<file path="src/sv/waypoint_follower_3d_top_defines.svh">
// ----------------------------------------------------------------------------
// Waypoint follower assertion macros
// Shared property wrappers on aclk with reset disable.
// ----------------------------------------------------------------------------
`ifndef WAYPOINT_FOLLOWER_3D_TOP_DEFINES_SVH
`define WAYPOINT_FOLLOWER_3D_TOP_DEFINES_SVH

// Same-cycle implication.
`define WF3D_ASSERT_NOW(lbl, ante, cons, msg) \
    lbl: assert property (@(posedge aclk) disable iff (!aresetn) (ante) |-> (cons)) \
        else $error(msg);

// Next-cycle implication.
`define WF3D_ASSERT_NXT(lbl, ante, cons, msg) \
    lbl: assert property (@(posedge aclk) disable iff (!aresetn) (ante) |=> (cons)) \
        else $error(msg);

`endif

</file>
<file path="src/sv/wf3d_ram.sv">
// ----------------------------------------------------------------------------
// Generic single-port-write RAM
// One write port, one read port with registered read data.
// ----------------------------------------------------------------------------
`default_nettype none

module wf3d_ram #(
    parameter int WIDTH = 32,
    parameter int DEPTH = 64
) (
    input  wire logic                     aclk,
    input  wire logic                     we,
    input  wire logic [$clog2(DEPTH)-1:0] waddr,
    input  wire logic [WIDTH-1:0]         wdata,
    input  wire logic [$clog2(DEPTH)-1:0] raddr,
    output logic      [WIDTH-1:0]         rdata
);

    logic [WIDTH-1:0] mem [DEPTH];

    always_ff @(posedge aclk) begin
        if (we) begin
            mem[waddr] <= wdata;
        end
        rdata <= mem[raddr];
    end

endmodule

`default_nettype wire

</file>
<file path="config.mk">
export PLATFORM = sky130hd
export DESIGN_NAME = wf3d_ram
export DESIGN_NICKNAME = d
export VERILOG_FILES = /design/src/sv/waypoint_follower_3d_top_defines.svh /design/src/sv/wf3d_ram.sv
export SDC_FILE = /design/constraint.sdc
export NUM_CORES = 2
export LEC_CHECK = 0
export BUFFER_PORTS_ARGS = -buffer_cell sky130_fd_sc_hd__buf_2
export CAP_MARGIN = 20
export CORE_UTILIZATION = 45
export DETAILED_ROUTE_END_ITERATION = 12
export HOLD_SLACK_MARGIN = 0.15
export PLACE_DENSITY = 0.65
export SLEW_MARGIN = 20
export SYNTH_ARGS = -nofsm -noshare
export SYNTH_HDL_FRONTEND = slang
export SYNTH_SLANG_ARGS = --single-unit
</file>
<file path="constraint.sdc">
create_clock -name aclk -period 6.73 [get_ports aclk]
set_clock_uncertainty 0.05 [all_clocks]
set_input_delay 1.0095 -clock aclk [delete_from_list [all_inputs] [get_ports aclk]]
set_output_delay 1.0095 -clock aclk [all_outputs]
set_load 0.05 [all_outputs]
</file>
Word-level counts from Yosys, hierarchy flattened
Memory sizes are Yosys's and may differ from the RTL's. A register that Yosys moved wholly into a read port is not among the register bits.
Cells that the tools add are included.
{ "op_classes": {"mux": 2} }
{ "ops": {"columns": ["cell", "count"], "rows": [
  ["1-bit 2-to-1 mux", 2]
]} }
{ "word_totals": {"mem_bits_rw": 2048, "reg_bits": 0, "n_memories": 1} }
{ "memory_table": {"columns": ["name", "words", "word_bits", "rd", "rd_ports_with_merged_regs", "wr", "line_no", "rtl"], "rows": [
  ["mem", 64, 32, 1, 1, 1, "wf3d_ram.sv:19", "logic [WIDTH-1:0] mem [DEPTH];"]
]} }

Depth between registers and ports, before layout
{ "depth": {"ltp_word": 2, "mapped_depth": 10, "ltp_nobuf": 5} }

Least setup slack after synthesis
No wires, ideal clock.
{ "synth_path": {"kind": "in2reg", "start": "input port waddr[3]", "end": "memory mem[48][0] (enable)", "path_slack_ns": 2.511, "cell_stages": 4, "arrival_ns": 3.708, "required_time_ns": 6.219, "cell_sequence": "clkbuf_1 -> nor2b_1 -> nand4b_1 -> nor3_1"} }
{ "synth_lines": {"columns": ["element", "line_no", "rtl"], "rows": [
  ["start: declaration", "wf3d_ram.sv:13", "input wire logic [$clog2(DEPTH)-1:0] waddr,"],
  ["end: declaration", "wf3d_ram.sv:19", null]
]} }
Straight into the memory's write port.

==> impl_metrics.json <==
{
  "grt_overflow": 0,
  "cp_common_cell": "nor2_1",
  "synth_fp_nets": 3370,
  "vias": 36800,
  "finalCritPeriodShare_pct": 54.8,
  "layout_common_cells": "edfxtp_1 (2048), mux4_2 (544), clkbuf_16 (203)",
  "drive_above_1_share_pct": 29.1,
  "grt_setup_unrepaired": "no",
  "syn_to_final_growth_pct": 13.0,
  "netlist_instances": 3324,
  "status": "finished, final reports clean",
  "clockRootBuffer": "clkbuf_16",
  "power_per_cell_area_mw_per_mm2": 298,
  "clock-sinks": 2080,
  "cts_resized": 0,
  "fin_crit_ns": 3.69,
  "max_freq_ghz": 0.271,
  "maxCapViolCount": 0,
  "grt_max_degree": 88,
  "grt_first_pass_wirelength_mm": 280,
  "dp.cells": 5637,
  "synth_top_family_by_area": "multiplexers",
  "drt.antenna.violating_nets": 0,
  "critPathMaxFanout": 69,
  "wire_per_inst_um": 32.8,
  "synthSimpleGateAreaFrac_pct": 1.27,
  "clk_latency_ns": 0.82,
  "synthMuxAreaShare_pct": 16.8,
  "cp-start-kind": "primary input",
  "hold_class": "primary input to flop",
  "crit_slowest_cell": "a21oi_1",
  "grt_usage_pct": 22.7,
  "drc": 0,
  "tightest_slew_ns": 1.21,
  "cts_made_buffers": 202,
  "portBuffers": 77,
  "drt-initial-drc-count": 4731,
  "yosysSeqAreaShare_pct": 79.1,
  "setup_viol": 0,
  "cp.depth": 8,
  "nNetsFinal": 3579,
  "fill_cells": 13300,
  "clockBufferDepth": 3,
  "worstPathRequired_ns": 7.35,
  "max_slew_margin_pct": 19.3,
  "die_w_um": 420,
  "p_seq_share_pct": 54.4,
  "routed_via_density": 6.12,
  "whs_path_depth": 1,
  "cp-end-kind": "flop",
  "clock_power_share_pct": 40.5,
  "antenna_found_initial": 13,
  "postSynthAreaPerCell_um2": 23.6,
  "cpPeakStageDelay_ns": 0.61,
  "dr.pass1.iters": 6,
  "gp_congestion": 0.787,
  "timing.final.ws_setup_ns": 3.04,
  "synthAdderAreaFrac_pct": 0,
  "max-vdd-ir-drop_uv": 248,
  "cts_setup_buffers": 0,
  "dieArea_mm2": 0.176,
  "cp-startpoint": "raddr[0]",
  "synth-compound-area-share_pct": 1.67,
  "synth_edf_count": 2048,
  "synth_xor_area_share_pct": 0,
  "ios": 78,
  "p_comb_share_pct": 5.0,
  "switching_power_mw": 5.65,
  "num_rows": 152,
  "grt_pass1_vias": 37000,
  "postCtsHoldBufs": 0,
  "arrival_ns": 4.31,
  "crit_chain": "buf_8, buf_12, buf_4, mux4_2, o22ai_1, nor2_1, a21oi_1, nor2_1",
  "path_clk_slew_ns": 0.06,
  "holdCritStartpoint": "wdata[20]",
  "finalSetupTns_ns": 0,
  "sw_frac_of_total_pct": 21.4,
  "postSynth.asyncResetShare_pct": 0,
  "htree_levels": 4,
  "final_common_cell": "edfxtp_1",
  "rr_worst_depth": 4,
  "syn_area_mm2": 0.0785,
  "core_mm2": 0.172,
  "final_util_pct": 51.4,
  "place_ws_ns": 2.11,
  "stdcell_count": 6016,
  "cts_tree": "yes",
  "ys_warn_count": 0,
  "finalHoldViolCount": 0,
  "synth_top_flop_cell": "edfxtp_1",
  "timing.critical_path.buf_inv": 3,
  "p_leak_nw": 27.4,
  "routed_wl_mm": 197,
  "path_delay_family": "buffers and inverters",
  "die_h_um": 420,
  "drv_slew": 0,
  "ys_ff_latch": 2080,
  "path_class": "primary input to flop",
  "timing.rr.start": "mem[59][31]",
  "hpwl_mm": 106,
  "start_util_pct": 45.5,
  "internal-power_mw": 20.8,
  "ys_types": 34
}
-- logic make-up after synthesis --
kind of cell,count (synthesis)
buffers and inverters,182
DFF,2080
and+or+nand+nor,223
AOI/OAI and AO/OA,202
muxes,637
-- through the flow --
step / power [mW] / hold slack, ns / instance area [µm²]
after global routing: 27.2 / 0.638 / 88700
after global placement: 16.0 / 0.710 / 82400
final: 26.5 / 0.654 / 88700
after detailed placement: 16.0 / 0.723 / 82400
after floorplan: 15.4 / 0.613 / 78500
after CTS: 26.6 / 0.673 / 88600
-- power groups by stage --
stage | combinational (mW) | sequential (mW) | clock (mW)
floorplan | 0.697 | 14.7 | 0
global placement | 1.33 | 14.7 | 0
detailed placement | 1.34 | 14.7 | 0
CTS | 1.34 | 14.4 | 10.9
global route | 1.41 | 14.4 | 11.3
finish | 1.33 | 14.4 | 10.7
-- sequential cells by signal (all words and copies together) (netlist names) --
name	flops
rdata	32
mem	2048
-- worst register-to-register path: stages, from the launching register on --
cell	delay, ns
edfxtp_1	0.36
mux4_2	0.49
mux4_2	0.51
o22ai_1	0.65
nor2_1	0.11
-- routing by layer --
metal  vias to the layer above  wire [µm]  GRT usage, %
met4                         2       4650          6.61
met1                     20000      79700          32.5
met5                         -         13             0
met3                       286      16200          3.92
li1                      14700          -             -
met2                      1799      96500          36.2
-- final cells by class --
| type | count | area (µm²) | share of cell area, % |
|---|---|---|---|
| sequential | 2080 | 62100 | 70.1 |
| tap | 2310 | 2890 | 3.26 |
| clock buffer | 279 | 5460 | 6.15 |
| timing repair buffer | 187 | 1500 | 1.69 |
| antenna | 6 | 15.0 | 0.0169 |
| multi-input combinational | 1062 | 16000 | 18.0 |
| clock inverter | 92 | 727 | 0.820 |
-- worst paths after layout --
kind	endpoint	slack [ns]
max reg2reg	rdata[31]	4.41
max	rdata[28]	3.04
min	mem[47][20]	0.65
min reg2reg	rdata[20]	0.72
-- synth_stat cells, types with 4 or more instances --
| master | instances | area (µm²) |
|---|---|---|
| a21oi_1 | 62 | 310 |
| a22oi_1 | 12 | 90.1 |
| a311oi_1 | 8 | 70.1 |
| a41o_1 | 4 | 40.0 |
| and3_1 | 4 | 25.0 |
| buf_1 | 21 | 78.8 |
| buf_2 | 57 | 285 |
| buf_4 | 25 | 188 |
| buf_6 | 5 | 56.3 |
| clkbuf_1 | 74 | 278 |
| dfxtp_1 | 32 | 641 |
| edfxtp_1 | 2048 | 61500 |
| mux2i_1 | 93 | 931 |
| mux4_2 | 544 | 12300 |
| nand2_1 | 26 | 97.6 |
| nand2b_1 | 8 | 50.1 |
| nand3_1 | 5 | 25.0 |
| nand3b_1 | 5 | 37.5 |
| nor2_1 | 137 | 514 |
| nor2b_1 | 15 | 93.8 |
| nor3_1 | 7 | 35.0 |
| o221ai_1 | 27 | 236 |
| o22ai_1 | 84 | 526 |
| o32ai_1 | 4 | 35.0 |
No activity file was read; power rests on OpenSTA's default activity.
