File: src/sv/waypoint_follower_3d_top_defines.svh
// ----------------------------------------------------------------------------
// Waypoint follower assertion macros
// Shared property wrappers on aclk with reset disable.
// ----------------------------------------------------------------------------
`ifndef WAYPOINT_FOLLOWER_3D_TOP_DEFINES_SVH
`define WAYPOINT_FOLLOWER_3D_TOP_DEFINES_SVH

// Same-cycle implication.
`define WF3D_ASSERT_NOW(lbl, ante, cons, msg) \
    lbl: assert property (@(posedge aclk) disable iff (!aresetn) (ante) |-> (cons)) \
        else $error(msg);

// Next-cycle implication.
`define WF3D_ASSERT_NXT(lbl, ante, cons, msg) \
    lbl: assert property (@(posedge aclk) disable iff (!aresetn) (ante) |=> (cons)) \
        else $error(msg);

`endif

File: src/sv/wf3d_pkg.sv
// ----------------------------------------------------------------------------
// Waypoint follower package
// Widths, codes and shared types of the 3D waypoint follower.
// ----------------------------------------------------------------------------
`default_nettype none

package wf3d_pkg;

    localparam int MAX_POINTS_DEF = 64;

    localparam int COORD_W  = 32;
    localparam int MAG_W    = COORD_W + 1;   // magnitude of a coordinate difference
    localparam int PROD_W   = 2 * MAG_W;     // product and radicand width
    localparam int SPEED_W  = 24;
    localparam int DT_W     = 16;
    localparam int FRAC_W   = 16;
    localparam int STEP_W   = 24;
    localparam int KIND_W   = 2;
    localparam int TIDX_W   = 6;
    localparam int PCNT_W   = 7;
    localparam int STAT_W   = 3;

    localparam int IN_DATA_W  = 112;
    localparam int OUT_DATA_W = 112;

    localparam logic [SPEED_W-1:0] SPEED_RESET = 24'd65536;
    localparam logic [MAG_W-1:0]   EPS_Q16     = 33'd66;

    localparam logic [KIND_W-1:0] KIND_TICK   = 2'd0;
    localparam logic [KIND_W-1:0] KIND_APPEND = 2'd1;
    localparam logic [KIND_W-1:0] KIND_CLEAR  = 2'd2;

    localparam logic [STAT_W-1:0] ST_MOVING  = 3'd0;
    localparam logic [STAT_W-1:0] ST_ARRIVED = 3'd1;
    localparam logic [STAT_W-1:0] ST_EMPTY   = 3'd2;
    localparam logic [STAT_W-1:0] ST_APPEND  = 3'd3;
    localparam logic [STAT_W-1:0] ST_FULL    = 3'd4;
    localparam logic [STAT_W-1:0] ST_CLEARED = 3'd5;

    // Status of an iterative arithmetic unit.
    typedef struct packed {
        logic busy;
        logic done;
    } unit_stat_t;

endpackage

`default_nettype wire

File: src/sv/wf3d_div.sv
// ----------------------------------------------------------------------------
// Bit-serial divider
// Restoring unsigned division, one quotient bit per cycle.
// ----------------------------------------------------------------------------
`default_nettype none

module wf3d_div (
    input  wire logic                         aclk,
    input  wire logic                         aresetn,
    input  wire logic                         start,
    input  wire logic [wf3d_pkg::PROD_W-1:0]  dividend,
    input  wire logic [wf3d_pkg::MAG_W-1:0]   divisor,
    output logic      [wf3d_pkg::MAG_W-1:0]   quotient,
    output wf3d_pkg::unit_stat_t              stat
);
    import wf3d_pkg::*;

    localparam int CNT_W = $clog2(PROD_W + 1);

    logic [PROD_W-1:0] dvd_reg;
    logic [MAG_W-1:0]  dvs_reg, rem_reg, quo_reg;
    logic [CNT_W-1:0]  cnt_reg;
    logic              busy_reg, done_reg;

    logic [MAG_W:0]    rem_sh, rem_sub;
    logic              ge;

    always_comb begin
        rem_sh  = {rem_reg, dvd_reg[PROD_W-1]};
        ge      = rem_sh >= {1'b0, dvs_reg};
        rem_sub = rem_sh - {1'b0, dvs_reg};
    end

    always_ff @(posedge aclk) begin
        if (!aresetn) begin
            busy_reg <= 1'b0;
            done_reg <= 1'b0;
            cnt_reg  <= '0;
        end else begin
            done_reg <= 1'b0;
            if (start && !busy_reg) begin
                dvd_reg  <= dividend;
                dvs_reg  <= divisor;
                rem_reg  <= '0;
                quo_reg  <= '0;
                cnt_reg  <= CNT_W'(PROD_W);
                busy_reg <= 1'b1;
            end else if (busy_reg) begin
                dvd_reg <= dvd_reg << 1;
                rem_reg <= ge ? rem_sub[MAG_W-1:0] : rem_sh[MAG_W-1:0];
                // The quotient never exceeds the scaled axis magnitude, so high bits drop.
                quo_reg <= {quo_reg[MAG_W-2:0], ge};
                cnt_reg <= cnt_reg - 1'b1;
                if (cnt_reg == CNT_W'(1)) begin
                    busy_reg <= 1'b0;
                    done_reg <= 1'b1;
                end
            end
        end
    end

    assign quotient  = quo_reg;
    assign stat.busy = busy_reg;
    assign stat.done = done_reg;

endmodule

`default_nettype wire

File: config.mk
export PLATFORM = sky130hd
export DESIGN_NAME = wf3d_div
export DESIGN_NICKNAME = d
export VERILOG_FILES = /design/src/sv/waypoint_follower_3d_top_defines.svh /design/src/sv/wf3d_pkg.sv /design/src/sv/wf3d_div.sv
export SDC_FILE = /design/constraint.sdc
export NUM_CORES = 1
export LEC_CHECK = 0
export ABC_AREA = 1
export ABC_CLOCK_PERIOD_IN_PS = 6500
export BUFFER_PORTS_ARGS = -buffer_cell sky130_fd_sc_hd__buf_4
export CAP_MARGIN = 20
export CORE_MARGIN = 5
export CORE_UTILIZATION = 45
export DETAILED_ROUTE_END_ITERATION = 16
export PLACE_DENSITY = 0.73
export SLEW_MARGIN = 20
export SYNTH_ARGS = -nofsm -noshare
export SYNTH_HDL_FRONTEND = slang
export SYNTH_SLANG_ARGS = --single-unit
File: constraint.sdc
create_clock -name aclk -period 6.5 [get_ports aclk]
set_input_delay 0.65 -clock aclk [delete_from_list [all_inputs] [get_ports aclk]]
set_output_delay 0.65 -clock aclk [all_outputs]
set_load 0.005 [all_outputs]
Word level (Yosys, flattened, before mapping)
Index checks and enable logic that the tools add are counted.
{"block": "classes", "magnitude_cmp": 1, "n_reduce_logical": 7, "n_addsub": 2, "eq_ne": 1, "muxes": 11, "bitwise": 2}
{"op": "66-bit two-way mux", "n": 2}
{"op": "33-bit two-way mux", "n": 3}
{"op": "34-bit by 33-bit greater-or-equal comparator with 1-bit output", "n": 1}
{"op": "33-bit subtractor", "n": 1}
{"op": "7-bit two-way mux", "n": 2}
{"op": "7-bit by 1-bit equality test with 1-bit output (second input constant)", "n": 1}
{"op": "7-bit by 1-bit subtractor with 7-bit output (second input constant)", "n": 1}
{"op": "1-bit two-way mux", "n": 4}
{"op": "2-bit AND reduction", "n": 2}
{"op": "3-bit OR reduction", "n": 1}
{"op": "1-bit NOT", "n": 2}
{"op": "2-bit nonzero test", "n": 1}
{"op": "2-bit OR reduction", "n": 1}
{"op": "1-bit logical AND", "n": 1}
{"op": "1-bit logical NOT", "n": 1}
{"block": "word_totals", "in_bits": 102, "output_inout_bits": 35, "ff_bits": 174, "elab_cells": 32}

Longest topological paths before layout
{"block": "logic_depth", "word_depth": 4, "depth_mapped": 16, "ltp_nobuf": 16}

Worst setup path after synthesis
No wires, ideal clock.
{"block": "synth_timing", "path_type": "input-to-reg", "from": "input port aresetn", "to": "register dvd_reg[0], enable pin", "arrival_time_ps": 6223, "path_stages": 2, "path_buffers": 0, "t_required_ps": 5874, "setup_time_ps": 626, "setup_slack_ps": -350, "path_cell_list": "inv_1 > nor2_1"}
{"block": "synth_between", "elab_chain_cells": 1}
{"item": "start: declaration", "line_no": "wf3d_div.sv:9", "rtl": "input wire logic aresetn,"}
{"item": "2-bit AND reduction (no line)"}
{"item": "end signal: assignment", "line_no": "wf3d_div.sv:42", "rtl": "dvd_reg <= dividend;"}
{"item": "end signal: assignment", "line_no": "wf3d_div.sv:49", "rtl": "dvd_reg <= dvd_reg << 1;"}
{"item": "end: declaration", "line_no": "wf3d_div.sv:20", "rtl": "logic [PROD_W-1:0] dvd_reg;"}
Every way passes these cells.
A chain may end at the register's enable or synchronous reset.

Final worst setup path
{"block": "layout_timing", "from": "register busy_reg", "to": "register dvd_reg[28], data pin"}
{"block": "layout_between", "elab_chain_cells": 3}
{"item": "start: declaration", "line_no": "wf3d_div.sv:23", "rtl": "logic busy_reg, done_reg;"}
{"item": "start signal: assignment", "line_no": "wf3d_div.sv:36", "rtl": "busy_reg <= 1'b0;"}
{"item": "start signal: assignment", "line_no": "wf3d_div.sv:47", "rtl": "busy_reg <= 1'b1;"}
{"item": "start signal: assignment", "line_no": "wf3d_div.sv:55", "rtl": "busy_reg <= 1'b0;"}
{"item": "1-bit logical NOT", "line_no": "wf3d_div.sv:41", "rtl": "if (start && !busy_reg) begin"}
{"item": "1-bit logical AND", "line_no": "wf3d_div.sv:41"}
{"item": "66-bit two-way mux", "line_no": "wf3d_div.sv:41"}
Every way passes these cells.

==> out/metrics.csv <==
metric,value,unit
reported net switching power,0.9708,mW
width of the die,161.5,um
RSZ-0062 raised after global routing,false,
clock root cell,clkbuf_16,
Max H-tree Level,4,
Worst Setup SP,busy_reg,
clk_lat worst skew,0.43,ns
CP arrival,2.84,ns
VDD IR max,0.0001605,V
Avg Inst Size Synth,8.020,um2
Die Y,161.5,um
reg2reg setup slack,3.84,ns
Period minus WS final,2.656,ns
routed len/inst,13.81,um
register bit total from synthesis,174,
Core Rows,55,
Ys Warns,0,
Layout Nets,1556,
Synth area leaders,"edfxtp_1, nand2_1, inv_1, nor2_1, ha_1",
"Seq/Total Area, Yosys",0.4971,
clk buf depth,2,
total CTS buffers,17,
PwrDens,253.2,nW/um2
Worst Max-Slew Pin Slew,0.9212,ns
synthesized area,10330,um2
Sequential Area,5135,um2
antenna violations before repair,0,
Clk pwr share,0.327,
Largest register FFs,66,
number of diodes,0,
input/output buffers,136,
Overflow after GRT,0,
pin count of the biggest net entering global routing,99,
sequential fraction of design power,0.446,
final hold viol count,0,
Synth area leader,edfxtp_1,
# hold bufs at CTS,0,
Fin Setup TNS,0,ns
first-pass GRT wire length,38960,um
PostCTS Resize Cnt,0,
Cells after Synth,1288,
syn_nets,1426,
worst min path class,input port to flip-flop,
Switching Share,0.3145,
crit path capture type,flip-flop,
Clock transition at path regs,0.07,ns
Final Routed Wirelength,23700,um
Rel. slew slack,0.3859,
FF-to-FF End,dvd_reg[28],
hold-critical path depth,1,
Worst Path Max Fanout,98,
Ports,137,
Final Skew,0.009332,ns
post-synth cell types,43,
Setup Buffers After CTS,0,
post-route cell area,12190,um2
CP endpoint,dvd_reg[28],
Final ANT Viol Nets,0,
period utilization,0.4085,
via/cell ratio,4.709,
area grow syn2layout,18.01,%
reg2reg start,busy_reg,
type of origin of the critical path,flip-flop,
f_max,376.6,MHz
area post-placement,11580,um2
clk sink count,174,
GRT Total Usage,0.1842,
"Slew Viols, Final",0,
die footprint,26090,um2
leak pwr,6.229,nW
starting DRC count in detailed routing,539,
Residual DRC,0,
GPL Wtd Cong,0.9200,
Pre-antenna DRT Iters,6,
FF-to-FF path depth,7,
Core Area,22640,um2
Crit Path Class,flip-flop to flip-flop,
share of the synthesized area in the top cell type,0.4797,
final hold slack,0.3921,ns
Max-cap violations,0,
CP required,6.69,ns
layout cells sized above 1,0.1740,
Comb power frac,0.227,
CTS tree,built,
via count,8080,
Filler cells,2091,
hpwl dp,17470,um
# setup viols final,0,
status,"finished, final reports clean",
multi-input logic area,4096,um2
Initial Util,0.4563,
internal power,2.116,mW
number of global-route vias before repair,8075,
-- area by class of cell --
cell class                 instances  area share
sequential                       174      0.4212
multi-input combinational        841      0.3360
timing repair buffer             141     0.09114
inverter                         243     0.07493
clock buffer                      18     0.03520
tap                              285     0.02925
clock inverter                    14     0.01221
-- synthesized netlist by cell type (all sizes together) --
| master | number |
|---|---|
| o21bai | 1 |
| edfxtp | 165 |
| nand3b | 5 |
| buf | 13 |
| nand2 | 519 |
| and2 | 10 |
| a221oi | 1 |
| nor3b | 1 |
| nand3 | 53 |
| nor2 | 162 |
| a21o | 2 |
| o21ai | 2 |
| a31oi | 1 |
| ha | 35 |
| nand4 | 9 |
| clkbuf | 17 |
| fa | 1 |
| xor2 | 15 |
| a21oi | 19 |
| or2 | 1 |
| o21a | 1 |
| xnor2 | 1 |
| dfxtp | 9 |
| clkinv | 2 |
| nor3 | 1 |
| and3 | 1 |
| inv | 241 |
-- power by group through the flow --
stage	clock (mW)	sequential, mW	combinational [mW]
floorplan	0	1.40	0.505
global placement	0	1.40	0.686
detailed placement	0	1.40	0.698
CTS	1.03	1.38	0.703
global route	1.08	1.39	0.800
finish	1.01	1.38	0.700
-- worst max-delay path: stages, from the launching register on --
cell and delay, ns:
dfxtp_1 0.46, inv_1 0.19, nand2_4 0.31, buf_4 0.66, inv_2 0.04, buf_4 0.39
nand2_1 0.19, nand2_1 0.06
-- cells by family after synthesis --
group | synth area share
simple gates | 0.3216
buf+inv | 0.1085
flops | 0.4971
fa+ha+maj | 0.04433
compound gates | 0.01490
xor+xnor | 0.01357
-- worst min path at each step --
stage	startpoint	endpoint	slack [ns]
after floorplan	cnt_reg[6]	cnt_reg[6]	0.45
after global placement	cnt_reg[6]	cnt_reg[6]	0.47
after detailed placement	cnt_reg[6]	cnt_reg[6]	0.49
after CTS	divisor[4]	dvs_reg[4]	0.37
after global routing	divisor[2]	dvs_reg[2]	0.37
final	divisor[3]	dvs_reg[3]	0.39
-- metal layers --
| metal | up-vias | global-route usage | wire length [um] |
|---|---|---|---|
| met3 | 18 | 0.04721 | 1587 |
| li1 | 4192 | - | - |
| met4 | 0 | 0.03916 | 212 |
| met2 | 210 | 0.3055 | 11070 |
| met5 | - | 0 | 0 |
| met1 | 3660 | 0.2457 | 10830 |
-- through the flow --
stage | power (mW) | std cells | util | setup WS (ns)
after floorplan | 1.905 | 1288 | - | 1.862
after global placement | 2.086 | 1682 | 0.5105 | 3.776
after detailed placement | 2.101 | 1683 | 0.5117 | 3.763
after CTS | 3.108 | 1715 | 0.5372 | 3.864
after global routing | 3.262 | 1716 | 0.5384 | 3.587
final | 3.087 | 1716 | 0.5384 | 3.844
-- placed cells by master (no fill, tap or decap), drive strengths merged, types with 2 or more instances in the layout --
cell	count
nand4	9
edfxtp	165
inv	248
ha	35
clkinv	6
buf	141
clkbuf	18
o21ai	2
and2	10
a21oi	19
a21o	2
nand3	53
nand3b	5
nor2	162
clkinvlp	3
xor2	15
nand2	519
dfxtp	9
No activity file was read; power rests on OpenSTA's default activity.
