<file path="config.mk">
export PLATFORM = sky130hd
export DESIGN_NAME = wf3d_sqrt
export DESIGN_NICKNAME = d
export VERILOG_FILES = /design/src/sv/waypoint_follower_3d_top_defines.svh /design/src/sv/wf3d_pkg.sv /design/src/sv/wf3d_sqrt.sv
export SDC_FILE = /design/constraint.sdc
export NUM_CORES = 1
export LEC_CHECK = 0
export BUFFER_PORTS_ARGS = -buffer_cell sky130_fd_sc_hd__buf_2
export CORE_ASPECT_RATIO = 0.6
export CORE_UTILIZATION = 58
export DETAILED_ROUTE_END_ITERATION = 16
export PLACE_DENSITY = 0.88
export SLEW_MARGIN = 20
export SYNTH_ARGS = -nofsm -noshare
export SYNTH_HDL_FRONTEND = slang
export SYNTH_SLANG_ARGS = --single-unit
</file>
<file path="constraint.sdc">
create_clock -name aclk -period 10.37 [get_ports aclk]
set_input_delay 1.5555 -clock aclk [delete_from_list [all_inputs] [get_ports aclk]]
set_output_delay 1.5555 -clock aclk [all_outputs]
set_load 0.01 [all_outputs]
</file>
<file path="src/sv/waypoint_follower_3d_top_defines.svh">
// ----------------------------------------------------------------------------
// Waypoint follower assertion macros
// Shared property wrappers on aclk with reset disable.
// ----------------------------------------------------------------------------
`ifndef WAYPOINT_FOLLOWER_3D_TOP_DEFINES_SVH
`define WAYPOINT_FOLLOWER_3D_TOP_DEFINES_SVH

// Same-cycle implication.
`define WF3D_ASSERT_NOW(lbl, ante, cons, msg) \
    lbl: assert property (@(posedge aclk) disable iff (!aresetn) (ante) |-> (cons)) \
        else $error(msg);

// Next-cycle implication.
`define WF3D_ASSERT_NXT(lbl, ante, cons, msg) \
    lbl: assert property (@(posedge aclk) disable iff (!aresetn) (ante) |=> (cons)) \
        else $error(msg);

`endif

</file>
<file path="src/sv/wf3d_pkg.sv">
// ----------------------------------------------------------------------------
// Waypoint follower package
// Widths, codes and shared types of the 3D waypoint follower.
// ----------------------------------------------------------------------------
`default_nettype none

package wf3d_pkg;

    localparam int MAX_POINTS_DEF = 64;

    localparam int COORD_W  = 32;
    localparam int MAG_W    = COORD_W + 1;   // magnitude of a coordinate difference
    localparam int PROD_W   = 2 * MAG_W;     // product and radicand width
    localparam int SPEED_W  = 24;
    localparam int DT_W     = 16;
    localparam int FRAC_W   = 16;
    localparam int STEP_W   = 24;
    localparam int KIND_W   = 2;
    localparam int TIDX_W   = 6;
    localparam int PCNT_W   = 7;
    localparam int STAT_W   = 3;

    localparam int IN_DATA_W  = 112;
    localparam int OUT_DATA_W = 112;

    localparam logic [SPEED_W-1:0] SPEED_RESET = 24'd65536;
    localparam logic [MAG_W-1:0]   EPS_Q16     = 33'd66;

    localparam logic [KIND_W-1:0] KIND_TICK   = 2'd0;
    localparam logic [KIND_W-1:0] KIND_APPEND = 2'd1;
    localparam logic [KIND_W-1:0] KIND_CLEAR  = 2'd2;

    localparam logic [STAT_W-1:0] ST_MOVING  = 3'd0;
    localparam logic [STAT_W-1:0] ST_ARRIVED = 3'd1;
    localparam logic [STAT_W-1:0] ST_EMPTY   = 3'd2;
    localparam logic [STAT_W-1:0] ST_APPEND  = 3'd3;
    localparam logic [STAT_W-1:0] ST_FULL    = 3'd4;
    localparam logic [STAT_W-1:0] ST_CLEARED = 3'd5;

    // Status of an iterative arithmetic unit.
    typedef struct packed {
        logic busy;
        logic done;
    } unit_stat_t;

endpackage

`default_nettype wire

</file>
<file path="src/sv/wf3d_sqrt.sv">
// ----------------------------------------------------------------------------
// Digit-serial square root
// Restoring integer square root, one root bit (two radicand bits) per cycle.
// ----------------------------------------------------------------------------
`default_nettype none

module wf3d_sqrt (
    input  wire logic                         aclk,
    input  wire logic                         aresetn,
    input  wire logic                         start,
    input  wire logic [wf3d_pkg::PROD_W-1:0]  radicand,
    output logic      [wf3d_pkg::MAG_W-1:0]   root,
    output wf3d_pkg::unit_stat_t              stat
);
    import wf3d_pkg::*;

    localparam int CNT_W = $clog2(MAG_W + 1);
    localparam int REM_W = MAG_W + 3;

    logic [PROD_W-1:0] rad_reg;
    logic [MAG_W-1:0]  root_reg;
    logic [REM_W-1:0]  rem_reg;
    logic [CNT_W-1:0]  cnt_reg;
    logic              busy_reg, done_reg;

    logic [REM_W-1:0]  rem_sh, trial, rem_sub;
    logic              ge;

    always_comb begin
        rem_sh  = {rem_reg[REM_W-3:0], rad_reg[PROD_W-1 -: 2]};
        trial   = REM_W'({root_reg, 2'b01});
        ge      = rem_sh >= trial;
        rem_sub = rem_sh - trial;
    end

    always_ff @(posedge aclk) begin
        if (!aresetn) begin
            busy_reg <= 1'b0;
            done_reg <= 1'b0;
            cnt_reg  <= '0;
        end else begin
            done_reg <= 1'b0;
            if (start && !busy_reg) begin
                rad_reg  <= radicand;
                root_reg <= '0;
                rem_reg  <= '0;
                cnt_reg  <= CNT_W'(MAG_W);
                busy_reg <= 1'b1;
            end else if (busy_reg) begin
                rad_reg  <= rad_reg << 2;
                rem_reg  <= ge ? rem_sub : rem_sh;
                root_reg <= {root_reg[MAG_W-2:0], ge};
                cnt_reg  <= cnt_reg - 1'b1;
                if (cnt_reg == CNT_W'(1)) begin
                    busy_reg <= 1'b0;
                    done_reg <= 1'b1;
                end
            end
        end
    end

    assign root      = root_reg;
    assign stat.busy = busy_reg;
    assign stat.done = done_reg;

endmodule

`default_nettype wire

</file>
# Word-level counts from Yosys, hierarchy flattened
# Index checks and enable logic that the tools add are counted.
# op_classes
n_reduce_logical	6
n_mux	11
n_eq_ne	1
addsub	2
n_bitwise	2
order_cmp	1
# ops
cell	n
66-bit two-way mux	2
34-bit two-way mux	2
36-bit by 35-bit greater-or-equal comparator with 1-bit output	1
34-bit subtractor	1
33-bit two-way mux	1
6-bit two-way mux	2
6-bit by 1-bit equality test with 1-bit output (second input constant)	1
6-bit by 1-bit subtractor with 6-bit output (second input constant)	1
1-bit two-way mux	4
3-bit OR reduction	1
1-bit inverter	2
2-bit AND reduction	1
2-bit nonzero test	1
2-bit OR reduction	1
1-bit logical AND	1
1-bit logical NOT	1
# word_totals
inputBits	69
elab_cells	30
out_inout_bits	35
register_bits	141

# Longest topological paths before layout
# Gate-level depths: netlist of the first run.
# depth
depth_word	4
depth_mapped	15
ltp_nobuf	11

# Worst setup path before layout of the first run
# No wires, ideal clock.
# synth_timing
path_type	input port to flip-flop
startpoint	in aresetn
endpoint	reg rad_reg[0], enable pin
arrival_ns	7.177
setup_time_ns	0.627
required_ns	9.743
slack_ns	2.566
stages	2
path_buffers	0
cell_sequence	inv_1 > nor2_1
# synth_via
elab_chain_len	1
# synth_lines
element	line_no	text
start, declared	wf3d_sqrt.sv:9	input wire logic aresetn,
2-bit AND reduction (no source line)	--	
end signal, assigned	wf3d_sqrt.sv:44	rad_reg <= radicand;
end signal, assigned	wf3d_sqrt.sv:50	rad_reg <= rad_reg << 2;
end, declared	wf3d_sqrt.sv:20	logic [PROD_W-1:0] rad_reg;
# No other way between the ends.
# A chain may end at the register's enable or synchronous reset.

# Final worst setup path of the first run
# layout_timing
startpoint	reg rem_reg[27]
endpoint	reg rem_reg[6], data pin
# layout_via
elab_chain_len	3
# layout_lines
element	line_no	text
start, declared	wf3d_sqrt.sv:22	logic [REM_W-1:0] rem_reg;
start signal, assigned	wf3d_sqrt.sv:51	rem_reg <= ge ? rem_sub : rem_sh;
36-bit by 35-bit greater-or-equal comparator with 1-bit output	wf3d_sqrt.sv:32	ge = rem_sh >= trial;
34-bit two-way mux	wf3d_sqrt.sv:51	
34-bit two-way mux	wf3d_sqrt.sv:49	end else if (busy_reg) begin
# No other way between the ends. The select of a mux whose other input is x is not followed.

==> flow_metrics.py, run 1 <==
metrics = {
    "run_status": {
        "run_status": "complete, no violations",
    },
    "grt": {
        "grt_max_degree": 71,
        "gr-usage-all-layers_pct": 25.3,
        "antenna_found_initial": 1,
        "first_global_vias": 5521,
        "grt_pass1_wl_mm": 27.1,
        "overflow": 0,
    },
    "timing": {
        "hold_violations": 0,
        "fin_crit_sh_pct": 33.2,
        "setup_viol": 0,
        "setup_tns_ps": 0,
        "fin_crit_ps": 3440,
        "fmax_ghz": 0.291,
        "grt_setup_unrepaired": "no",
        "relSlewSlack_pct": 51.4,
        "worst_pin_slew_ps": 728,
        "holdWs_ps": 514,
        "setup_ws_ps": 6930,
        "finalMaxSlewViolations": 0,
        "fin_worst_skew_ps": 9.10,
    },
    "pwr": {
        "p_leak_uw": 0.00400,
        "ir_drop_v": 0.000128,
        "powerDensity_mw_per_mm2": 203,
    },
    "synth": {
        "yosysWarningCount": 0,
        "ys_types": 54,
        "yosysSeqAreaShare_pct": 53.2,
        "synth-main-ff-cell": "edfxtp_1",
        "syn_area_mm2": 0.00780,
        "postSynthCellCount": 798,
        "synthArstFlopShare_pct": 0,
        "yosys_register_bits": 141,
        "syn_nets": 904,
        "avgSynthCellArea_um2": 9.78,
        "synth_edf_count": 133,
    },
    "floorplanning": {
        "fp.dieW_um": 152,
        "io_pins": 104,
        "die-area_mm2": 0.0139,
        "coreArea_mm2": 0.0130,
        "die_h_um": 91.9,
        "start_util_pct": 60.2,
        "row_count": 32,
    },
    "layout": {
        "nets": 996,
        "layout_common_cells": "nand2_1 (218), edfxtp_1 (133), buf_2 (103)",
        "final_core_util_pct": 69.6,
        "stdcell_count": 1074,
        "final_common_cell": "nand2_1",
        "area_growth_pct": 15.7,
        "largest_register_ffs": 66,
        "drive_gt1_share_pct": 16.7,
    },
    "clock_network": {
        "cts_tree": "yes",
        "hold_buffers": 0,
        "post_cts_buffers": 0,
        "cts.clk_slew.worst_paths_ps": 70,
        "cts_max_level": 4,
        "numClockSinks": 141,
        "cts_made_buffers": 17,
        "clockBufferDepth": 2,
        "cts_resized": 0,
        "cts_root_buffer": "clkbuf_16",
        "clk_latency_ps": 420,
    },
    "placement": {
        "place.gp.congestion": 0.925,
        "dp.final_hpwl_mm": 11.1,
        "dp_cells": 1040,
        "numPortBuffers": 103,
        "dp_slack_ps": 6410,
    },
    "hold_path": {
        "hold_class": "flop to flop",
        "min_path_cells": 2,
    },
    "worst_setup_path": {
        "cp.arrival_ps": 3580,
        "end_kind": "flop",
        "critPathMaxFanout": 38,
        "r2r_cells": 10,
        "startpoint_type": "flop",
        "crit_type": "flop to flop",
        "worstPathRequired_ps": 10510,
    },
    "routing": {
        "routedWlPerCell_um": 15.5,
        "drc": 0,
        "wl_mm": 16.6,
        "antenna_left": 0,
        "drt_iter0_markers": 588,
        "vias_per_cell": 5.57,
        "dr.pass1.iters": 7,
        "route.vias.total": 5982,
    },
    "run": {
        "maxCapViolCount": 0,
    },
}
power breakdown:
part	switching [uW]	leakage, uW	total, uW	internal, uW
Sequential	27.1	0.00135	732	705
Combinational	292	0.00236	488	196
Clock	268	0.000288	612	343
stage by stage:
step | total power [uW] | instance area, um2
global route | 1920 | 9030
CTS | 1830 | 9000
floorplan | 1120 | 7800
detailed placement | 1210 | 8410
global placement | 1190 | 8380
finish | 1830 | 9030
cell families (layout without fill, tap and decap cells):
group / count (synthesis) / after routing / share of synthesized area, %
mux: 27 / 27 / 3.48
simple gates: 364 / 364 / 19.5
xor+xnor: 34 / 34 / 3.82
fa+ha+maj: 37 / 37 / 5.93
buf+inv: 87 / 192 / 4.99
flops: 141 / 141 / 53.2
other cells: 0 / 1 / 0
compound gates: 108 / 108 / 9.06
cells in the mapped netlist (3+ instances only):
master	n	area share [%]
a31oi_1	5	0.40
o21ai_0	15	0.96
xnor2_1	22	2.5
nor3_1	8	0.51
and2_1	6	0.48
buf_6	3	0.43
inv_1	51	2.5
a21oi_1	33	2.1
nor2_1	80	3.8
nand3_1	13	0.83
xor2_1	12	1.3
a21o_1	10	0.96
a211oi_1	7	0.67
o21ai_1	8	0.51
nand4_1	7	0.56
and3_1	4	0.32
edfxtp_1	133	51
nand2b_1	10	0.80
clkbuf_1	27	1.3
a311oi_1	4	0.45
mux2i_1	26	3.3
o211ai_1	3	0.29
nand2_1	218	10
dfxtp_1	8	2.1
ha_1	37	5.9
nor3b_1	3	0.29
nor2b_1	5	0.40
o21bai_1	6	0.58
layout make-up:
cell class | count | area (um2)
diodes | 1 | 2.50
clock buffers | 17 | 425
clock inverters | 15 | 166
fillers | 998 | 3940
inverters | 51 | 191
multi-input cells | 570 | 3290
flip-flops and latches | 141 | 4150
well taps | 170 | 213
repair buffers | 109 | 593
path summary, 6_finish.rpt:
kind	end	start	slack [ps]
worst min register to register	rad_reg[22]$_DFFE_PP_	rad_reg[20]$_DFFE_PP_	510
worst min-delay path	rad_reg[22]$_DFFE_PP_	rad_reg[20]$_DFFE_PP_	510
worst max register to register	rem_reg[6]$_SDFFCE_PP0P_	rem_reg[27]$_SDFFCE_PP0P_	6930
worst max-delay path	rem_reg[6]$_SDFFCE_PP0P_	rem_reg[27]$_SDFFCE_PP0P_	6930
worst max-delay path: stages (launching register included):
cell and delay [ps]:
edfxtp_1 420, ha_1 400, a21oi_1 240, nand2b_1 160
nand2b_1 60, a21oi_1 220, a21oi_1 100, a2111oi_0 510
o31a_4 650, mux2i_1 310, nor2_1 60
per-layer routing:
metal | part of all wire, % | vias up | global-route usage, %
met5 | 0 | - | 0
met4 | 0.61 | 0 | 5.61
met3 | 8.4 | 15 | 6.57
met2 | 44 | 250 | 36.1
met1 | 47 | 2794 | 38.2
li1 | - | 2923 | -
(Power assumes the default switching activity.)
==> inputs of run 2 (changes only) <==
CORE_UTILIZATION = 53   (was 58)
PLACE_DENSITY = 0.85   (was 0.88)
clock period = 2.9 ns   (was 10.37 ns; I/O delays follow)
==> run 2 against run 1 <==
Clock-buffer cell count unchanged. Register-to-register slack worse by 6900 ps. Utilization down 0.35 points. Non-clock buffer count up 46. First-iteration DRC count down 23%. Final cell count up 6.2%. Fmax up 19%. Design area up 7.4%. Die area up 9.3%. Via count up 4.1%. Clock skew about the same.
==> flow_metrics.py, run 2 (same netlist as run 1, synthesis figures left out) <==
metrics = {
    "run_status": {
        "run_status": "complete, no violations",
    },
    "clock_network": {
        "numClockSinks": 141,
        "cts_made_buffers": 17,
        "hold_buffers": 0,
        "clk_latency_ps": 420,
        "cts.clk_slew.worst_paths_ps": 60,
        "cts_max_level": 4,
        "cts_root_buffer": "clkbuf_16",
        "clockBufferDepth": 2,
        "cts_tree": "yes",
    },
    "pwr": {
        "p_leak_uw": 0.00427,
        "ir_drop_v": 0.000391,
        "powerDensity_mw_per_mm2": 727,
    },
    "worst_setup_path": {
        "critPathMaxFanout": 6,
        "end_kind": "flop",
        "r2r-end": "rem_reg[3]$_SDFFCE_PP0P_",
        "worstPathRequired_ps": 3050,
        "critical_path.startpoint": "rem_reg[15]$_SDFFCE_PP0P_",
        "regToRegSetupSlack_ps": 20,
        "rr_startpoint": "rem_reg[15]$_SDFFCE_PP0P_",
        "r2r_cells": 11,
        "crit_end": "rem_reg[3]$_SDFFCE_PP0P_",
        "crit_type": "flop to flop",
        "startpoint_type": "flop",
        "cp.arrival_ps": 3030,
    },
    "floorplanning": {
        "io_pins": 104,
        "start_util_pct": 55.8,
        "fp.dieW_um": 159,
        "coreArea_mm2": 0.0140,
        "die-area_mm2": 0.0152,
        "die_h_um": 96,
        "row_count": 33,
    },
    "grt": {
        "top_usage_layer": "met1",
        "antenna_found_initial": 1,
        "overflow": 0,
        "use_met2_pct": 35.8,
        "grt_pass1_wl_mm": 27.8,
        "globalRouteMet1Util_pct": 35.9,
        "globalRouteMet3Util_pct": 4.46,
        "grt_max_degree": 61,
        "first_global_vias": 5647,
        "gr-usage-all-layers_pct": 23.9,
    },
    "run": {
        "maxCapViolCount": 0,
    },
    "timing": {
        "fin_crit_sh_pct": 99.4,
        "relSlewSlack_pct": 63.1,
        "fmax_ghz": 0.347,
        "hold_violations": 0,
        "worst_pin_slew_ps": 553,
        "grt_setup_unrepaired": "yes",
        "finalMaxSlewViolations": 0,
        "fin_worst_skew_ps": 9.25,
        "setup_viol": 0,
        "fin_crit_ps": 2880,
        "holdWs_ps": 266,
    },
    "routing": {
        "vias_per_cell": 5.46,
        "antenna_left": 0,
        "route.vias.total": 6226,
        "wl_mm": 18.3,
        "routedWlPerCell_um": 16.0,
        "drt_iter0_markers": 455,
        "dr.pass1.iters": 7,
        "drc": 0,
    },
    "placement": {
        "numPortBuffers": 103,
        "place.gp.congestion": 0.915,
        "dp.final_hpwl_mm": 12.3,
        "place_area_mm2": 0.00880,
    },
    "layout": {
        "layout_common_cells": "nand2_1 (217), edfxtp_1 (133), buf_2 (103)",
        "final_common_cell": "nand2_1",
        "nets": 1042,
        "area_growth_pct": 24.3,
        "drive_gt1_share_pct": 24.0,
        "num-fill-cells": 1045,
        "fin_area_mm2": 0.00970,
        "multiInputGateArea_mm2": 0.00348,
        "num_antenna_cells": 0,
        "seq_area_mm2": 0.00415,
        "largest_register_ffs": 66,
    },
    "hold_path": {
        "hold_class": "input port to flop",
        "hold_path_startpoint": "aresetn",
    },
}
[run 2: changes by cell type in the layout (fill, tap and decap cells not counted), moves of 3 or more]
cell / delta
buf_12: +6
buf_4: +40
ha_1: -9
ha_2: +4
ha_4: +5
mux2i_1: -3
o21ai_2: +3
[run 2: worst max-delay path, cell delays in order (launching register included)]
cell and delay [ps]:
edfxtp_1 430, ha_4 290, a211oi_2 240, o21bai_2 100
a221o_1 320, a221oi_2 300, o21ai_2 130, a21oi_4 140
o31a_4 220, buf_12 150, mux2i_2 230, nor2_1 70
[run 2: worst min-delay path by stage]
stage                              endpoint  slack, ps  cells after the start
finish                  done_reg$_SDFF_PP0_        270                      2
global route          rad_reg[24]$_DFFE_PP_        270                      3
CTS                     done_reg$_SDFF_PP0_        260                      2
detailed placement    rad_reg[38]$_DFFE_PP_        500                      2
global placement    cnt_reg[5]$_SDFFE_PN0N_        480                      1
floorplan           cnt_reg[5]$_SDFFE_PN0N_        460                      1
[run 2: per-stage QoR]
step	setup TNS (ps)	total power [uW]	util [%]	worst slack [ps]	std cells
after floorplan	-2140	3980	-	-16.1	798
after CTS	0	6860	67.6	11.4	1137
after detailed placement	-892	4530	62.9	-149	1104
after global routing	-2100	7380	69.3	-110	1141
after global placement	-155	4460	62.9	-66.5	1104
final	0	7050	69.3	17.3	1141
[run 2: timing repair]
action | CTS | global route
setup buffers | 1 | 3
pin swaps | 2 | 2
cloned | 0 | 1
setup endpoints to repair | 21 | 35
resized for setup | 8 | 36
[run 2: area by class of cell]
type | instances | area share [%]
clock buffers | 17 | 4.39
clock inverters | 15 | 1.97
inverters | 51 | 1.97
multi-input cells | 570 | 35.9
flip-flops and latches | 141 | 42.8
well taps | 192 | 2.48
repair buffers | 155 | 10.4
[run 2: routing by layer]
metal,part of all wire (%),wire (um),vias to the layer above
met5,0,0,-
met2,44,8110,235
li1,-,-,3014
met1,48,8720,2957
met3,7.0,1280,20
met4,0.90,165,0
[run 2: power breakdown]
group | internal (uW) | total [uW] | switching [uW]
combinational | 963 | 2130 | 1160
clock | 1320 | 2290 | 977
sequential | 2520 | 2630 | 108
==> inputs of run 3 (changes only) <==
CORE_UTILIZATION = 54   (was 53)
CTS_BUF_LIST = sky130_fd_sc_hd__clkbuf_4 sky130_fd_sc_hd__clkbuf_8   (was not set)
PLACE_DENSITY = 0.86   (was 0.85)
==> run 3 against run 2 <==
Routed wire length down 0.18%. Clock-buffer cell count unchanged. Fmax up 1.2%. Combinational power down 3%. Clock skew up 8.4 ps. Design area down 2.2%. Sequential share of layout area up 0.96 points. Global-route usage up 0.69 points. Critical path type unchanged. Worst hold slack worse by 46 ps. Die area down 1.8%.
==> flow_metrics.py, run 3 (same netlist as run 1, synthesis figures left out) <==
metrics = {
    "placement": {
        "numPortBuffers": 103,
        "place.gp.congestion": 0.935,
        "dp_cells": 1107,
        "dp.final_hpwl_mm": 12.6,
    },
    "pwr": {
        "powerDensity_mw_per_mm2": 663,
        "p_leak_uw": 0.00419,
        "ir_drop_v": 0.000299,
    },
    "worst_setup_path": {
        "cp_slowest_cell": "edfxtp_1",
        "critPathMaxFanout": 5,
        "path_cells": "ha_1 -> a211oi_1 -> o21ai_0 -> nand2b_1 -> a31oi_2 -> o31ai_1 -> buf_4 -> a311oi_2 -> xor2_1 -> o21ai_1",
        "cp.arrival_ps": 3060,
        "crit_type": "flop to flop",
        "end_kind": "flop",
        "startpoint_type": "flop",
        "cpPeakStageDelay_ps": 440,
        "worstPathRequired_ps": 3110,
    },
    "layout": {
        "num-fill-cells": 1133,
        "layout_common_cells": "nand2_1 (218), edfxtp_1 (133), buf_2 (103)",
        "final_core_util_pct": 68.4,
        "final_common_cell": "nand2_1",
        "num_antenna_cells": 0,
        "area_growth_pct": 21.5,
        "seq_area_mm2": 0.00415,
        "drive_gt1_share_pct": 24.6,
        "largest_register_ffs": 66,
        "multiInputGateArea_mm2": 0.00345,
        "nets": 1050,
        "stdcell_count": 1149,
    },
    "floorplanning": {
        "io_pins": 104,
        "die-area_mm2": 0.0150,
        "die_h_um": 95.1,
        "fp.dieW_um": 157,
        "coreArea_mm2": 0.0139,
        "row_count": 33,
        "start_util_pct": 56.3,
    },
    "grt": {
        "first_global_vias": 5789,
        "antenna_found_initial": 1,
        "overflow": 0,
        "grt_max_degree": 65,
        "gr-usage-all-layers_pct": 24.6,
        "grt_pass1_wl_mm": 28.5,
    },
    "timing": {
        "grt_setup_unrepaired": "yes",
        "worst_pin_slew_ps": 674,
        "fin_crit_ps": 2850,
        "holdWs_ps": 220,
        "setup_viol": 0,
        "fin_crit_sh_pct": 98.2,
        "fin_worst_skew_ps": 17.7,
        "hold_violations": 0,
        "relSlewSlack_pct": 55.1,
        "fmax_ghz": 0.351,
        "setup_tns_ps": 0,
        "finalMaxSlewViolations": 0,
    },
    "clock_network": {
        "cts_max_level": 4,
        "cts_made_buffers": 17,
        "clockBufferDepth": 2,
        "clk_latency_ps": 460,
        "cts.clk_slew.worst_paths_ps": 90,
        "numClockSinks": 141,
        "cts_root_buffer": "clkbuf_8",
        "cts_tree": "yes",
    },
    "routing": {
        "route.vias.total": 6239,
        "drc": 0,
        "vias_per_cell": 5.43,
        "drt_iter0_markers": 538,
        "dr.pass1.iters": 5,
        "routedWlPerCell_um": 15.9,
        "wl_mm": 18.3,
        "antenna_left": 0,
    },
    "run_status": {
        "run_status": "complete, no violations",
    },
    "hold_path": {
        "hold_class": "input port to flop",
    },
    "run": {
        "maxCapViolCount": 0,
    },
}
==> run 3: metal layers <==
metal / part of all wire (%) / routed length [um] / global-route usage (%)
met1: 48 / 8790 / 36.7
met2: 44 / 8010 / 36.1
met5: 0 / 0 / 0
met4: 0.35 / 64 / 5.66
met3: 7.6 / 1380 / 5.95
==> run 3: critical path, delay by kind of cell (launching register included) <==
kind                     cells  cell delay (ps)
AO/OA/AOI/OAI                6             1230
flip-flops                   1              440
adder cells (fa/ha/maj)      1              380
AND/OR/NAND/NOR              1              230
XOR/XNOR                     1              180
buffers and inverters        1              150
==> run 3: what timing repair did <==
action | 4_1_cts | 5_1_grt
setup endpoints to repair | 34 | 34
gates resized for setup | 7 | 30
setup buffers | 2 | 8
pin swaps | 2 | 6
hold buffers | 0 | 0
endpoints found under the hold margin | 0 | 0
==> run 3: metrics by stage <==
stage,worst slack [ps],area (um2),power [uW]
detailed placement,-158,8840,4550
finish,51.1,9490,6290
global placement,-83.7,8840,4490
floorplan,-16.1,7830,3980
CTS,4.94,9300,6160
global route,-84.4,9490,6590
==> run 3: worst paths after layout <==
check | from | to | slack [ps] | cells past startpoint
min | aresetn | done_reg$_SDFF_PP0_ | 220 | 2
min reg2reg | rad_reg[43]$_DFFE_PP_ | rad_reg[45]$_DFFE_PP_ | 520 | 2
max reg2reg | rem_reg[6]$_SDFFCE_PP0P_ | rem_reg[31]$_SDFFCE_PP0P_ | 50 | 10
max | rem_reg[6]$_SDFFCE_PP0P_ | rem_reg[31]$_SDFFCE_PP0P_ | 50 | 10
==> run 3: where the power goes <==
| group | switching [uW] | total (uW) | internal, uW |
|---|---|---|---|
| Combinational | 1140 | 2070 | 935 |
| Clock | 934 | 1590 | 654 |
| Sequential | 108 | 2630 | 2520 |
| Total | 2180 | 6290 | 4110 |
==> run 3: area by class of cell <==
| type | instances | area share, % |
|---|---|---|
| tap | 192 | 2.53 |
| timing repair buffer | 163 | 11.0 |
| sequential | 141 | 43.8 |
| inverter | 51 | 2.02 |
| multi-input combinational | 570 | 36.4 |
| clock inverter | 15 | 1.79 |
| clock buffer | 17 | 2.47 |
